## src/rtl/y2r565_pkg.sv

```systemverilog
// Package for the 2x2 block YUV 4:2:0 to RGB565 converter.
// Holds payload types, chroma coefficient tables and the channel clamp.
// No dependencies.
package y2r565_pkg;

  typedef struct packed {
    logic [7:0] luma_top_left;
    logic [7:0] luma_top_right;
    logic [7:0] luma_bottom_left;
    logic [7:0] luma_bottom_right;
    logic [7:0] chroma_blue_diff;
    logic [7:0] chroma_red_diff;
  } blk_t;

  typedef struct packed {
    logic [31:0] top_pixel_pair;
    logic [31:0] bottom_pixel_pair;
  } pix_t;

  typedef struct packed {
    logic signed [8:0] blue;
    logic signed [8:0] green;
    logic signed [8:0] red;
  } chroma_terms_t;

  localparam int unsigned MagMax   = 128;
  localparam int unsigned BlueNum  = 1772;
  localparam int unsigned BlueDen  = 1000;
  localparam int unsigned GreenUNum = 34414;
  localparam int unsigned GreenVNum = 71414;
  localparam int unsigned GreenDen = 100000;
  localparam int unsigned RedNum   = 1402;
  localparam int unsigned RedDen   = 1000;
  localparam logic [7:0]  ChromaMid = 8'd128;

  typedef logic [7:0] term_tab_t [0:MagMax];

  function automatic term_tab_t build_blue_tab();
    term_tab_t t;
    for (int i = 0; i <= MagMax; i++) begin
      t[i] = 8'((i * BlueNum) / BlueDen);
    end
    return t;
  endfunction

  function automatic term_tab_t build_green_u_tab();
    term_tab_t t;
    for (int i = 0; i <= MagMax; i++) begin
      t[i] = 8'((i * GreenUNum) / GreenDen);
    end
    return t;
  endfunction

  function automatic term_tab_t build_green_v_tab();
    term_tab_t t;
    for (int i = 0; i <= MagMax; i++) begin
      t[i] = 8'((i * GreenVNum) / GreenDen);
    end
    return t;
  endfunction

  function automatic term_tab_t build_red_tab();
    term_tab_t t;
    for (int i = 0; i <= MagMax; i++) begin
      t[i] = 8'((i * RedNum) / RedDen);
    end
    return t;
  endfunction

  localparam term_tab_t BlueTab   = build_blue_tab();
  localparam term_tab_t GreenUTab = build_green_u_tab();
  localparam term_tab_t GreenVTab = build_green_v_tab();
  localparam term_tab_t RedTab    = build_red_tab();

  function automatic logic [7:0] clamp8(input logic signed [10:0] x);
    logic [7:0] r;
    if (x[10]) begin
      r = 8'd0;
    end else if (|x[9:8]) begin
      r = 8'hFF;
    end else begin
      r = x[7:0];
    end
    return r;
  endfunction

endpackage

```

## src/rtl/y2r565_chroma.sv

```systemverilog
// Chroma term unit: centers U and V and looks up the signed blue, green and red terms.
// Depends on y2r565_pkg for the coefficient tables and the term struct.
module y2r565_chroma (
  input  logic [7:0]                   chroma_blue_diff,
  input  logic [7:0]                   chroma_red_diff,
  output y2r565_pkg::chroma_terms_t    terms
);
  import y2r565_pkg::*;

  logic              u_neg;
  logic              v_neg;
  logic [7:0]        u_mag;
  logic [7:0]        v_mag;
  logic signed [8:0] blue_s;
  logic signed [8:0] gu_s;
  logic signed [8:0] gv_s;
  logic signed [8:0] red_s;

  assign u_neg = ~chroma_blue_diff[7];
  assign v_neg = ~chroma_red_diff[7];
  assign u_mag = u_neg ? 8'(ChromaMid - chroma_blue_diff) : {1'b0, chroma_blue_diff[6:0]};
  assign v_mag = v_neg ? 8'(ChromaMid - chroma_red_diff) : {1'b0, chroma_red_diff[6:0]};

  always_comb begin
    blue_s = $signed({1'b0, BlueTab[u_mag]});
    gu_s   = $signed({1'b0, GreenUTab[u_mag]});
    gv_s   = $signed({1'b0, GreenVTab[v_mag]});
    red_s  = $signed({1'b0, RedTab[v_mag]});
    terms.blue  = u_neg ? -blue_s : blue_s;
    terms.red   = v_neg ? -red_s : red_s;
    terms.green = (u_neg ? -gu_s : gu_s) + (v_neg ? -gv_s : gv_s);
  end

endmodule

```

## src/rtl/y2r565_lane.sv

```systemverilog
// Pixel lane: adds the blue and red terms to one luma sample, subtracts the green term, clamps and packs RGB565.
// Depends on y2r565_pkg for the term struct and the clamp.
module y2r565_lane (
  input  logic [7:0]                luma,
  input  y2r565_pkg::chroma_terms_t terms,
  output logic [15:0]               rgb
);
  import y2r565_pkg::*;

  logic signed [10:0] y_s;
  logic signed [10:0] b_sum;
  logic signed [10:0] g_sum;
  logic signed [10:0] r_sum;
  logic [7:0]         b;
  logic [7:0]         g;
  logic [7:0]         r;

  always_comb begin
    y_s   = $signed({3'b000, luma});
    b_sum = y_s + $signed({{2{terms.blue[8]}}, terms.blue});
    g_sum = y_s - $signed({{2{terms.green[8]}}, terms.green});
    r_sum = y_s + $signed({{2{terms.red[8]}}, terms.red});
    b     = clamp8(b_sum);
    g     = clamp8(g_sum);
    r     = clamp8(r_sum);
    rgb   = {r[7:3], g[7:2], b[7:3]};
  end

endmodule

```

## src/rtl/yuv420_to_rgb565_block_converter.sv

```systemverilog
// Top level of the 2x2 block YUV 4:2:0 to RGB565 converter.
// Uses y2r565_pkg, y2r565_chroma and four y2r565_lane instances.
//
//   channel | handshake             | payload
//   --------+-----------------------+-------------------------------
//   blk     | blk_valid, blk_ready  | blk (four Y, one U, one V)
//   pix     | pix_valid, pix_ready  | pix (top and bottom pixel pairs)
//
// One item per clock while pix_ready does not stall; a result passes stage one, then the output register.
// Stage one holds the chroma terms and lumas, stage two is the output register.
// Each stage takes a new item when empty or when it passes its item on, so an
// empty stage one still accepts while a result waits on pix_ready.
// rst clears both stage valid bits.
module yuv420_to_rgb565_block_converter (
  input  logic              clk,
  input  logic              rst,
  input  logic              blk_valid,
  output logic              blk_ready,
  input  y2r565_pkg::blk_t  blk,
  output logic              pix_valid,
  input  logic              pix_ready,
  output y2r565_pkg::pix_t  pix
);
  import y2r565_pkg::*;

  chroma_terms_t terms_next;
  chroma_terms_t terms;
  logic [7:0]    luma_tl;
  logic [7:0]    luma_tr;
  logic [7:0]    luma_bl;
  logic [7:0]    luma_br;
  logic          s1_valid;
  logic          s1_ready;
  logic          out_en;
  logic [15:0]   rgb_tl;
  logic [15:0]   rgb_tr;
  logic [15:0]   rgb_bl;
  logic [15:0]   rgb_br;
  pix_t          pix_next;

  assign out_en    = ~pix_valid | pix_ready;
  assign s1_ready  = ~s1_valid | out_en;
  assign blk_ready = s1_ready;

  y2r565_chroma u_chroma (
    .chroma_blue_diff (blk.chroma_blue_diff),
    .chroma_red_diff  (blk.chroma_red_diff),
    .terms            (terms_next)
  );

  always_ff @(posedge clk) begin
    if (rst) begin
      s1_valid <= 1'b0;
    end else if (s1_ready) begin
      s1_valid <= blk_valid;
    end
    if (s1_ready && blk_valid) begin
      terms   <= terms_next;
      luma_tl <= blk.luma_top_left;
      luma_tr <= blk.luma_top_right;
      luma_bl <= blk.luma_bottom_left;
      luma_br <= blk.luma_bottom_right;
    end
  end

  y2r565_lane u_lane_tl (.luma(luma_tl), .terms(terms), .rgb(rgb_tl));
  y2r565_lane u_lane_tr (.luma(luma_tr), .terms(terms), .rgb(rgb_tr));
  y2r565_lane u_lane_bl (.luma(luma_bl), .terms(terms), .rgb(rgb_bl));
  y2r565_lane u_lane_br (.luma(luma_br), .terms(terms), .rgb(rgb_br));

  always_comb begin
    pix_next.top_pixel_pair    = {rgb_tr, rgb_tl};
    pix_next.bottom_pixel_pair = {rgb_br, rgb_bl};
  end

  always_ff @(posedge clk) begin
    if (rst) begin
      pix_valid <= 1'b0;
    end else if (out_en) begin
      pix_valid <= s1_valid;
    end
    if (out_en && s1_valid) begin
      pix <= pix_next;
    end
  end

endmodule

```

## config.mk

```make
export PLATFORM = sky130hd
export DESIGN_NAME = yuv420_to_rgb565_block_converter
export DESIGN_NICKNAME = d
export VERILOG_FILES = /design/src/rtl/y2r565_pkg.sv /design/src/rtl/y2r565_chroma.sv /design/src/rtl/y2r565_lane.sv /design/src/rtl/yuv420_to_rgb565_block_converter.sv
export SDC_FILE = /design/constraint.sdc
export NUM_CORES = 1
export LEC_CHECK = 0
export ABC_CLOCK_PERIOD_IN_PS = 15100
export BUFFER_PORTS_ARGS = -buffer_cell sky130_fd_sc_hd__buf_2
export CORE_ASPECT_RATIO = 0.75
export CORE_MARGIN = 2
export CORE_UTILIZATION = 55
export DETAILED_ROUTE_END_ITERATION = 7
export PLACE_DENSITY = 0.74
export SLEW_MARGIN = 20
export SYNTH_ARGS = -nofsm -noshare
export SYNTH_HDL_FRONTEND = slang
export SYNTH_SLANG_ARGS = --single-unit
```

## constraint.sdc

```tcl
create_clock -name clk -period 15.1 [get_ports clk]
set_clock_uncertainty 0.05 [all_clocks]
set_input_delay 1.51 -clock clk [delete_from_list [all_inputs] [get_ports clk]]
set_output_delay 1.51 -clock clk [all_outputs]
set_load 0.02 [all_outputs]
```

* Yosys cells after proc, flatten, opt, wreduce, memory -nomap -nowiden
Memory sizes are Yosys's and may differ from the RTL's.
Index checks and enable logic that the tools add are counted.
** Cells by class
- Order comparisons :: 2
- Reduce and logical (&&, ||, !) cells :: 14
- Multiply operators :: 0
- Shifts and indexed selects :: 0
- Muxes and demuxes :: 26
- Add/subtract/negate cells :: 19
- Bitwise logic cells :: 6
- Divide/modulo/power cells :: 0
- Equal/unequal tests :: 0
** Operator list (number)
- 8-bit two-way mux :: 24
- 9-bit by 9-bit adder with 10-bit output :: 8
- 9-bit by 9-bit subtractor with 10-bit output :: 4
- 8-bit negation with 9-bit output :: 4
- 2-bit OR reduction :: 12
- 9-bit greater-or-equal comparator (second input constant) :: 2
- 9-bit two-way mux :: 2
- 8-bit NOT with 9-bit output :: 2
- 8-bit subtractor (first input constant) :: 2
- 9-bit adder :: 1
- 1-bit logical AND :: 2
- 1-bit NOT :: 2
- 1-bit bitwise OR :: 2
** Word-level totals
- Memories :: 4
- Memory bits (writable) :: 0
- Latch bits :: 0
- Input bits :: 52
- Bits in registers :: 125
- Bits in read-only memories :: 8192
** Memories
- (name not given) :: words 256, width 8, read ports 1, clocked after memory_dff 0, write ports 0, line y2r565_chroma.sv:25 : blue_s = $signed({1'b0, BlueTab[u_mag]});
- (name not given) :: words 256, width 8, read ports 1, clocked after memory_dff 0, write ports 0, line y2r565_chroma.sv:26 : gu_s = $signed({1'b0, GreenUTab[u_mag]});
- (name not given) :: words 256, width 8, read ports 1, clocked after memory_dff 0, write ports 0, line y2r565_chroma.sv:27 : gv_s = $signed({1'b0, GreenVTab[v_mag]});
- (name not given) :: words 256, width 8, read ports 1, clocked after memory_dff 0, write ports 0, line y2r565_chroma.sv:28 : red_s = $signed({1'b0, RedTab[v_mag]});

* Logic depth before layout (Yosys ltp)
Gate-level depths: netlist of run 1.
- Word-level depth :: 9
- Mapped depth :: 28
- Depth with buffers taken out :: 26

* Cells and area by module
A second synthesis of run 1 with hierarchy kept.
** Unflattened totals
- Cells, all modules :: 1491
- Area total of the unflattened synthesis :: 13521.7 µm²
** Modules (own cells, without submodules)
- y2r565_chroma :: times used 1, cells each 835, seq. area each 0.0 µm², area each 5680.4 µm²
- yuv420_to_rgb565_block_converter :: times used 1, cells each 133, seq. area each 3733.6 µm², area each 3797.4 µm²
- y2r565_lane (u_lane_tl ...) :: times used 2, cells each 133, seq. area each 0.0 µm², area each 1054.8 µm²
- y2r565_lane (u_lane_br) :: times used 1, cells each 140, seq. area each 0.0 µm², area each 993.5 µm²
- y2r565_lane (u_lane_bl) :: times used 1, cells each 117, seq. area each 0.0 µm², area each 940.9 µm²

* Least setup slack after synthesis of run 1
No wires, ideal clock.
- Path type :: input-to-reg
- Start point :: input blk[8] (netlist bit)
- End point :: register terms[17] (netlist name)
- Arrival :: 6283 ps
- Setup time :: 258 ps
- Path buffers :: 2
- Data required time :: 14792 ps
- Path slack :: 8510 ps
- Stages :: 26
- Cells stage by stage :: buf_2 inv_1 ha_1 inv_1 o21ai_1 inv_1 ha_1 clkbuf_1 nor3_1 a2111oi_0 a31oi_1 a2111oi_4 inv_1 ha_1 nor2_1 a21oi_1 fa_1 a21o_1 a21oi_1 nor2b_1 o21a_1 o21ai_0 nand2b_1 a21oi_1 xnor2_2 xnor2_1
** RTL lines
- from (decl) :: line yuv420_to_rgb565_block_converter.sv:19 : input y2r565_pkg::blk_t blk,

==> impl_metrics.tcl, run 1 <==
set metrics [dict create \
    antenna_cells 0 \
    drcViolationCount 0 \
    die_width_um 180 \
    clk_latency_ns 0.42 \
    syn_area_um2 12800 \
    ys_types 103 \
    dpl.hpwl_mm 26.7 \
    post-route-util_pct 60.9 \
    dieHeight_um 136 \
    avgSynthCellArea_um2 8.98 \
    clock_sinks 125 \
    dr.first_iter.drc_count 1744 \
    cp.buffers_inverters 4 \
    grt_pass1_vias 10762 \
    dr.pass1.iters 6 \
    antenna_found_initial 0 \
    worst_setup_path_start_kind "primary input" \
    synthTopCellsByCount "123 x edfxtp_1, 121 x a21oi_1, 119 x ha_1, 89 x nor2_1, 80 x o21ai_0" \
    hold_viol_final 0 \
    synth_seq_area_share_pct 29.2 \
    hold_path_class "reg2reg" \
    io_pins 118 \
    synthAdderAreaFrac_pct 14.7 \
    relSlewSlack_pct 35.4 \
    root_buffer "clkbuf_16" \
    crit_path_max_incr_delay_ns 0.53 \
    synth_nets 1593 \
    hold_buffers 0 \
    synthMuxAreaShare_pct 1.96 \
    cts.path.max_buffers 2 \
    core_um2 22900 \
    cts_resized 0 \
    path_delay_family "compound AO/OA/AOI/OAI gates" \
    setup_tns_ns 0 \
    via_per_inst 6.64 \
    cts_setup_buffers 0 \
    holdWs_ns 0.485 \
    powerDensity_nw_per_um2 127 \
    period_share_pct 49.7 \
    numPortBuffers 117 \
    clk_pin_slew_worst_paths_ns 0.06 \
    initial_utilization_pct 55.8 \
    dieArea_um2 24500 \
    routedWlPerCell_um 21.0 \
    cp_common_cell "a21oi_1" \
    synth_compound_area_share_pct 26.9 \
    slew_viol_final 0 \
    yosysWarnings 0 \
    h-tree-depth 4 \
    status "completed" \
    drive_gt1_share_pct 15.3 \
    cp.required_ns 15.21 \
    synthXorXnorAreaFrac_pct 6.00 \
    rsz0062_at_grt "no" \
    synthFlopType "edfxtp_1" \
    gp_congestion 0.993 \
    gr-total-overflow 0 \
    maxCapViolCount 0 \
    fin_crit_ns 7.50 \
    synth_seq_cells 125 \
    setup_viol 0 \
    critPathCaptureType "flip-flop" \
    max_freq_mhz 133 \
    yosys-top-cells-area "edfxtp_1 29%, ha_1 12%, a21oi_1 4.7%" \
    antenna_left 0 \
    cp_slowest_cell "nand2_2" \
    peakVddDrop_mv 0.107 \
    synth-simple-area-share_pct 15.3 \
    synth_top_area_share_pct 28.9 \
    grt_max_degree 65 \
    vias 11867 \
    cts_tree "built" \
    syn_to_final_growth_pct 9.15 \
    track_usage_pct 30.2 \
    async_flop_share_pct 0 \
    cp_cell_sequence "buf_2 -> inv_1 -> ha_1 -> or3_1 -> nand2_2 -> inv_2 -> xnor2_1 -> a2111oi_0 -> a31oi_1 -> a2111oi_4 -> inv_1 -> ha_1 -> nor2_1 -> a21oi_1 -> fa_1 -> a21o_1 -> a21oi_1 -> nor2b_1 -> o21a_1 -> o21ai_0 -> nand2b_1 -> a21oi_1 -> xnor2_2 -> xnor2_1" \
    netlist_instances 1421 \
    nNetsFinal 1646 \
    synth_top_cell_by_area "edfxtp_1" \
    cts_buffers 17 \
    grt_pass1_wl_mm 59.3 \
    worstMarginPinSlew_ns 0.969 \
    synth.most_common_cell "edfxtp_1" \
    drt-total-wl_mm 37.6 \
    critical_path_class "in2reg" \
    power.leakage_nw 5.50 \
    synth-edff-count 123 \
    synth_top_family_by_area "compound AO/OA/AOI/OAI gates" \
    rows 48 \
    cp_max_fo 32 \
    critPathArrivalTime_ns 7.61 \
]
[layout make-up]
class	count	area [um^2]
clock inverter	15	146
fill	1982	8950
inverter	65	244
timing repair buffer	133	706
tap	300	375
multi-input combinational	1132	8310
sequential	125	3730
clock buffer	17	425
[sequential cells by signal, indices dropped and copies added (netlist names)]
register	cells
pix	64
terms	27
luma_bl	8
luma_br	8
luma_tl	8
luma_tr	8
pix_valid	1
s1_valid	1
[layer usage]
metal	part of all wire [%]	wire length, um	up-vias	global-route usage, %
li1	-	-	5539	-
met1	43	16200	5599	42.7
met2	45	16800	632	47.7
met3	9.2	3460	97	4.69
met4	3.0	1110	0	9.62
met5	0	0	-	0
[through the flow]
step | instance area (um^2) | setup slack [ns] | power [W] | instances
global placement | 13400 | 7.44 | 0.00132 | 1755
detailed placement | 13400 | 7.29 | 0.00134 | 1755
global route | 13900 | 6.94 | 0.00187 | 1787
finish | 13900 | 7.60 | 0.00177 | 1787
CTS | 13900 | 7.67 | 0.00175 | 1787
floorplan | 12800 | 8.51 | 0.00115 | 1421
[cell families after synthesis]
kind of cell               count (synthesis)
adders and majority gates                157
xor gates and xnor gates                  85
muxes                                     23
buffers and inverters                    164
AOI/OAI and AO/OA                        499
and+or+nand+nor                          368
DFF                                      125
[worst reg2reg max path, stage by stage (launching register included)]
cell and delay, ns:
edfxtp_1 0.47, ha_1 0.34, a31o_2 0.22, a21o_1 0.22
a21oi_1 0.23, o21bai_1 0.12, a21oi_1 0.36, nor2b_1 0.13
o21a_1 0.21, or2_2 0.31, maj3_1 0.34
[cells in the final DEF, fill, tap and decap left out, drive strengths merged, types with 15 or more instances in the layout]
cell type	instances
a211oi	29
maj3	37
a21oi	123
xor2	35
mux2i	16
edfxtp	123
clkbuf	17
a21o	17
a31oi	26
nor2	90
o21a	22
nor2b	18
inv	66
nor3	54
nand2b	17
o21bai	23
nand2	71
o211ai	24
buf	133
nand3	34
o21ai	91
xnor2	49
ha	119
a2111oi	15
[worst paths after layout]
check	slack, ns	start	endpoint	depth (start not counted)
setup / recovery	7.60	blk[8]	terms[17]	24
hold reg to reg	0.48	s1_valid	pix_valid	2
setup reg to reg	11.85	terms[19]	pix[48]	10
hold / removal	0.48	s1_valid	pix_valid	2
[power breakdown]
| group | switching, W | total (W) | leakage [nW] | internal [W] |
|---|---|---|---|---|
| clock network | 0.000155 | 0.000396 | 0.267 | 0.000241 |
| registers | 0.0000373 | 0.000511 | 1.20 | 0.000474 |
| logic | 0.000513 | 0.000858 | 4.03 | 0.000345 |
No activity file was read; power rests on OpenSTA's default activity.
==> run 2, diff against run 1 <==
--- a/config.mk
+++ b/config.mk
@@ -5,7 +5,8 @@
 export SDC_FILE = /design/constraint.sdc
 export NUM_CORES = 1
 export LEC_CHECK = 0
-export ABC_CLOCK_PERIOD_IN_PS = 15100
+export ABC_AREA = 1
+export ABC_CLOCK_PERIOD_IN_PS = 7800
 export BUFFER_PORTS_ARGS = -buffer_cell sky130_fd_sc_hd__buf_2
 export CORE_ASPECT_RATIO = 0.75
 export CORE_MARGIN = 2
==> constraint.sdc (replaced) <==
create_clock -name clk -period 7.8 [get_ports clk]
set_clock_uncertainty 0.05 [all_clocks]
set_input_delay 0.78 -clock clk [delete_from_list [all_inputs] [get_ports clk]]
set_output_delay 0.78 -clock clk [all_outputs]
set_load 0.02 [all_outputs]
==> run 2 against run 1 <==
Net effect: final cell count up 5.9%; sequential power up 93%; sequential share of layout area increased by 2.8 points; non-clock buffer count fell by 7; cell area down 9.4%; via count fell by 9.4%; synthesized area fell by 11%; register-to-register slack got worse by 6.9 ns; global-route usage fell by 2.7 points; die area fell by 11%; critical endpoint unchanged.
==> impl_metrics.tcl, run 2 <==
set metrics [dict create \
    status "completed" \
    register_area_um2 3730 \
    cp.required_ns 7.92 \
    min_from "rst" \
    dr.pass1.iters 6 \
    yosysWarnings 0 \
    synth-edff-count 123 \
    largest_reg_flops 64 \
    grt_pass1_wl_mm 47.5 \
    multi_input_area_um2 6830 \
    clk_pin_slew_worst_paths_ns 0.06 \
    root_buffer "clkbuf_16" \
    critical_path_class "in2reg" \
    max_freq_mhz 186 \
    switching_share_pct 39.6 \
    cts_buffers 17 \
    nNetsFinal 1794 \
    synthTopCellsByCount "480 x nand2_1, 182 x nand3_1, 126 x inv_1, 123 x edfxtp_1, 119 x ha_1" \
    h-tree-depth 4 \
    yosys-top-cells-area "edfxtp_1 33%, nand2_1 16%, ha_1 13%" \
    cp_max_fo 10 \
    synth_seq_cells 125 \
    grt.met1_usage_pct 39.4 \
    drt-total-wl_mm 29.8 \
    power.switching_w 0.00127 \
    synth_nets 1700 \
    syn_area_um2 11400 \
    fin_crit_ns 5.39 \
    dr.first_iter.drc_count 1237 \
    die_width_um 170 \
    hold_end "s1_valid" \
    avgSynthCellArea_um2 7.44 \
    most-common-layout-cells "480 x nand2_1, 182 x nand3_1, 125 x inv_1, 123 x edfxtp_1, 119 x ha_1" \
    antenna_found_initial 0 \
    synth_seq_area_share_pct 32.9 \
    cts.path.max_buffers 2 \
    cp_common_cell "nand2_1" \
    syn_to_final_growth_pct 11.2 \
    grt_pass1_vias 9501 \
    clock_sinks 125 \
    reg_top3 "pix: 64 flops, terms: 27 flops" \
    cp_slowest_cell "fa_1" \
    critPathCaptureType "flip-flop" \
    min_path_cells 2 \
    p_seq_share_pct 30.9 \
    r2r_start "terms[20]" \
    cts_setup_buffers 0 \
    r2r_end "pix[20]" \
    power.leakage_nw 6.30 \
    via_per_inst 5.68 \
    synth.most_common_cell "nand2_1" \
    routedWlPerCell_um 15.8 \
    ff2ff_path_depth 10 \
    post-route-util_pct 62.3 \
    regMostFlops "pix" \
    use_met3_pct 3.94 \
    final_common_cell "nand2_1" \
    numPortBuffers 117 \
    clkPwrFrac_pct 23.7 \
    gp_congestion 0.946 \
    antenna_left 0 \
    rsz0062_at_grt "no" \
    ys_types 37 \
    grt_max_degree 65 \
    relSlewSlack_pct 45.2 \
    synthFlopType "edfxtp_1" \
    peakVddDrop_mv 0.182 \
    power_frac_comb_pct 45.4 \
    maxCapViolCount 0 \
    worstMarginPinSlew_ns 0.822 \
    hold_viol_final 0 \
    drcViolationCount 0 \
    dp.cells 1861 \
    grt.busiest_layer "met2" \
    synth_top_area_share_pct 32.5 \
    dpl.hpwl_mm 22.6 \
    setup_tns_ns 0 \
    cellInternalPower_w 0.00193 \
    slew_viol_final 0 \
    gr-total-overflow 0 \
    cts_resized 0 \
    clk_latency_ns 0.42 \
    rows 45 \
    synth_top_cell_by_area "edfxtp_1" \
    worst_setup_path_start_kind "primary input" \
    hold_path_class "in2reg" \
    fillers 1750 \
    vias 10754 \
    initial_utilization_pct 56.1 \
    async_flop_share_pct 0 \
    grt.met2_usage_pct 43.6 \
    dieHeight_um 128 \
    cts_tree "built" \
    r2r_slack_ns 4.94 \
    io_pins 118 \
    critPathArrivalTime_ns 5.51 \
    core_um2 20300 \
    drive_gt1_share_pct 11.8 \
    setup_viol 0 \
    hold_buffers 0 \
    netlist_instances 1528 \
    track_usage_pct 27.5 \
    instances_no_fill 1893 \
    period_share_pct 69.1 \
    powerDensity_nw_per_um2 253 \
    antenna_cells 0 \
    dieArea_um2 21800 \
    crit_path_max_incr_delay_ns 0.52 \
]
-- run 2: changes by cell type in the layout (fill, tap and decap cells not counted), moves of 17 or more --
cell,previous run,this run
nor2b_1,17,0
nor3_1,51,1
o21a_1,22,1
maj3_1,37,0
nand4_1,6,23
nand3_1,34,182
inv_1,63,125
nand2_1,69,480
a31oi_1,24,5
a211oi_1,26,0
nand2b_1,17,0
a21oi_1,121,74
-- run 2: cell type report --
| type | count | share of cell area [%] |
|---|---|---|
| sequential | 125 | 29.6 |
| clock buffer | 18 | 3.40 |
| multi-input combinational | 1215 | 54.1 |
| inverter | 137 | 4.09 |
| clock inverter | 14 | 1.16 |
| timing repair buffer | 126 | 5.17 |
| tap | 258 | 2.56 |
-- run 2: logic make-up (layout without fill, tap and decap cells) --
family | count (synthesis) | after routing | synth area share (%)
AOI/OAI and AO/OA | 229 | 229 | 11.3
and+or+nand+nor | 788 | 788 | 29.4
DFF | 125 | 125 | 32.9
buffers and inverters | 188 | 295 | 7.14
xor gates and xnor gates | 78 | 78 | 6.01
adders and majority gates | 120 | 120 | 13.3
-- run 2: power by group through the flow --
stage               Combinational, W  Sequential [W]  Clock [W]
floorplan                    0.00101         0.00105          0
global placement             0.00138        0.000998          0
detailed placement           0.00142         0.00100          0
CTS                          0.00144        0.000987   0.000765
global route                 0.00162        0.000998   0.000798
finish                       0.00145        0.000988   0.000758
-- run 2: how the worst max path moves through the flow --
stage               slack [ns]  startpoint         to  cells past startpoint
detailed placement        2.05      blk[8]  terms[17]                     31
finish                    2.41      blk[8]  terms[17]                     31
global route              1.96      blk[8]  terms[17]                     30
CTS                       2.47      blk[8]  terms[17]                     31
global placement          2.27      blk[8]  terms[17]                     30
floorplan                 2.97      blk[8]  terms[17]                     30
-- run 2: per-stage QoR --
step                total power [W]  hold WS, ns  instance area, um^2  worst slack (ns)
floorplan                   0.00207        0.395                11400              2.97
CTS                         0.00319        0.466                12600              2.47
detailed placement          0.00242        0.471                12100              2.05
global route                0.00342        0.467                12600              1.96
finish                      0.00320        0.474                12600              2.41
global placement            0.00238        0.457                12100              2.27
-- run 2: worst max-delay path: cells and delay by family --
| family | cells | cell delay, ns |
|---|---|---|
| buf+inv | 7 | 0.83 |
| fa+ha+maj | 4 | 1.46 |
| compound gates | 5 | 1.05 |
| simple gates | 15 | 1.36 |
-- run 2: layer usage --
metal | part of all wire, % | vias to the layer above
li1 | - | 5342
met2 | 44 | 483
met5 | 0 | -
met4 | 2.0 | 0
met1 | 46 | 4882
met3 | 8.3 | 47
==> run 3, diff against run 2 <==
--- a/config.mk
+++ b/config.mk
@@ -5,14 +5,14 @@
 export SDC_FILE = /design/constraint.sdc
 export NUM_CORES = 1
 export LEC_CHECK = 0
-export ABC_AREA = 1
-export ABC_CLOCK_PERIOD_IN_PS = 7800
+export ABC_AREA = 0
+export ABC_CLOCK_PERIOD_IN_PS = 4410
 export BUFFER_PORTS_ARGS = -buffer_cell sky130_fd_sc_hd__buf_2
 export CORE_ASPECT_RATIO = 0.75
 export CORE_MARGIN = 2
 export CORE_UTILIZATION = 55
 export DETAILED_ROUTE_END_ITERATION = 7
-export PLACE_DENSITY = 0.74
+export PLACE_DENSITY = 0.77
 export SLEW_MARGIN = 20
 export SYNTH_ARGS = -nofsm -noshare
 export SYNTH_HDL_FRONTEND = slang
==> constraint.sdc (replaced) <==
create_clock -name clk -period 4.41 [get_ports clk]
set_clock_uncertainty 0.05 [all_clocks]
set_input_delay 0.441 -clock clk [delete_from_list [all_inputs] [get_ports clk]]
set_output_delay 0.441 -clock clk [all_outputs]
set_load 0.02 [all_outputs]
==> run 3 against run 2 <==
Net effect: the flow now finishes with violations (negative setup slack); total power rose by 110%; global-route usage rose by 7.4 points; flip-flop and latch count did not move; sequential share of layout area fell by 6.9 points; register-to-register slack got worse by 3.8 ns; cell area rose by 30%; final cell count rose by 8.5%; count of clock-buffer cells in the layout fell by 1; worst setup slack got worse by 2.5 ns; non-clock buffer count rose by 274; critical path depth fell by 5; critical endpoint unchanged; largest cell class unchanged; highest routed layer unchanged.
==> impl_metrics.tcl, run 3 (synthesis gave the netlist of run 1 again) <==
set metrics [dict create \
    status "complete, but fails checks" \
    failed_checks "negative setup slack" \
    place_ws_ns -0.860 \
    nNetsFinal 1913 \
    fillers 1653 \
    rows 48 \
    gp_congestion 1.10 \
    io_pins 118 \
    critPathCaptureType "flip-flop" \
    antenna_cells 0 \
    setup_tns_ns -0.0792 \
    syn_to_final_growth_pct 28.9 \
    routedWlPerCell_um 21.4 \
    dieArea_um2 24500 \
    cp_max_fo 4 \
    rsz0062_at_grt "yes" \
    cp_slowest_cell "fa_2" \
    maxCapViolCount 0 \
    track_usage_pct 34.9 \
    drcViolationCount 0 \
    via_per_inst 6.48 \
    max_freq_mhz 223 \
    drt-total-wl_mm 43.9 \
    dpl.hpwl_mm 33.0 \
    setup_viol 1 \
    grt_pass1_wl_mm 67.9 \
    slew_viol_final 0 \
    grt_pass1_vias 12708 \
    final_common_cell "buf_4" \
    worstMarginPinSlew_ns 0.889 \
    cts_buffers 17 \
    relSlewSlack_pct 40.8 \
    numPortBuffers 117 \
    critical_path_class "in2reg" \
    reg_top3 "pix: 64 flops, terms: 27 flops" \
    powerDensity_nw_per_um2 416 \
    cp.buffers_inverters 6 \
    drive_gt1_share_pct 31.6 \
    worst_setup_path_start_kind "primary input" \
    regMostFlops "pix" \
    antenna_found_initial 0 \
    gr-total-overflow 0 \
    die_width_um 180 \
    hold_path_class "in2reg" \
    hold_buffers 0 \
    antenna_left 0 \
    cp.required_ns 4.54 \
    clk_pin_slew_worst_paths_ns 0.06 \
    path_delay_family "compound AO/OA/AOI/OAI gates" \
    dr.pass1.iters 5 \
    clock_sinks 125 \
    power.leakage_nw 6.90 \
    layout_setup_ws_ns -0.0792 \
    most-common-layout-cells "274 x buf_4, 123 x edfxtp_1, 115 x buf_2, 111 x ha_1, 110 x a21oi_1" \
    core_um2 22900 \
    multi_input_area_um2 8630 \
    dr.first_iter.drc_count 1492 \
    register_area_um2 3730 \
    instances_no_fill 2054 \
    initial_utilization_pct 55.8 \
    vias 13304 \
    largest_reg_flops 64 \
    cts_tree "built" \
    crit_path_max_incr_delay_ns 0.41 \
    dp.cells 2011 \
    root_buffer "clkbuf_16" \
    period_share_pct 102 \
    grt_max_degree 65 \
    cts.path.max_buffers 2 \
    critPathArrivalTime_ns 4.62 \
    peakVddDrop_mv 0.265 \
    fin_crit_ns 4.49 \
    hold_viol_final 0 \
    dieHeight_um 136 \
    h-tree-depth 4 \
    clk_latency_ns 0.43 \
]
-- run 3: changes by cell type in the layout (fill, tap and decap cells not counted), moves of 36 or more --
| cell | previous run | this run |
|---|---|---|
| inv_1 | 125 | 56 |
| nand3_1 | 182 | 33 |
| buf_4 | 9 | 274 |
| maj3_1 | 0 | 37 |
| a21oi_1 | 74 | 110 |
| nor3_1 | 1 | 49 |
| nand2_1 | 480 | 68 |
-- run 3: area by class of cell --
cell class                 instances  area share [%]
multi-input combinational       1132            52.5
sequential                       125            22.7
timing repair buffer             400            17.0
clock buffer                      17            2.59
tap                              300            2.28
inverter                          65            1.56
clock inverter                    15            1.41
-- run 3: per-layer routing --
layer	routed length [um]	track usage [%]	vias up
li1	-	-	6065
met1	17900	45.7	6312
met2	19400	54.8	788
met3	4710	9.19	139
met4	1780	14.9	0
met5	0	0	-
-- run 3: timing repair --
item,4_1_cts,5_1_grt
setup endpoints to repair,4,4
endpoints found under the hold margin,0,0
setup buffers,2,9
pin swaps,10,20
resized for setup,26,41
-- run 3: metrics by stage --
stage | area [um^2] | hold slack [ns] | utilization (%) | power (W)
global route | 16500 | 0.120 | 71.9 | 0.00719
global placement | 15400 | 0.452 | 67.4 | 0.00489
CTS | 16200 | 0.121 | 70.8 | 0.00669
finish | 16500 | 0.128 | 71.9 | 0.00685
floorplan | 12900 | 0.428 | - | 0.00395
detailed placement | 15400 | 0.467 | 67.4 | 0.00504
-- run 3: final timing paths --
path                            startpoint   endpoint  slack [ns]  depth (start not counted)
worst min register to register    s1_valid  pix_valid        0.47                          2
worst max register to register   terms[19]    pix[49]        1.10                         10
worst min-delay path                   rst   s1_valid        0.13                          2
worst max-delay path                blk[9]  terms[17]       -0.08                         26
-- run 3: power breakdown --
group	internal [W]	switching (W)
registers	0.00162	0.000131
logic	0.00157	0.00196
clock network	0.00101	0.000558
total	0.00420	0.00264
-- run 3: worst register-to-register path: stages (launching register included) --
cell	delay, ns
edfxtp_1	0.47
ha_1	0.34
a31o_2	0.22
a21o_1	0.22
a21oi_1	0.29
o21bai_1	0.15
a21oi_1	0.31
nor2b_1	0.13
o21a_1	0.21
or2_2	0.32
maj3_1	0.35
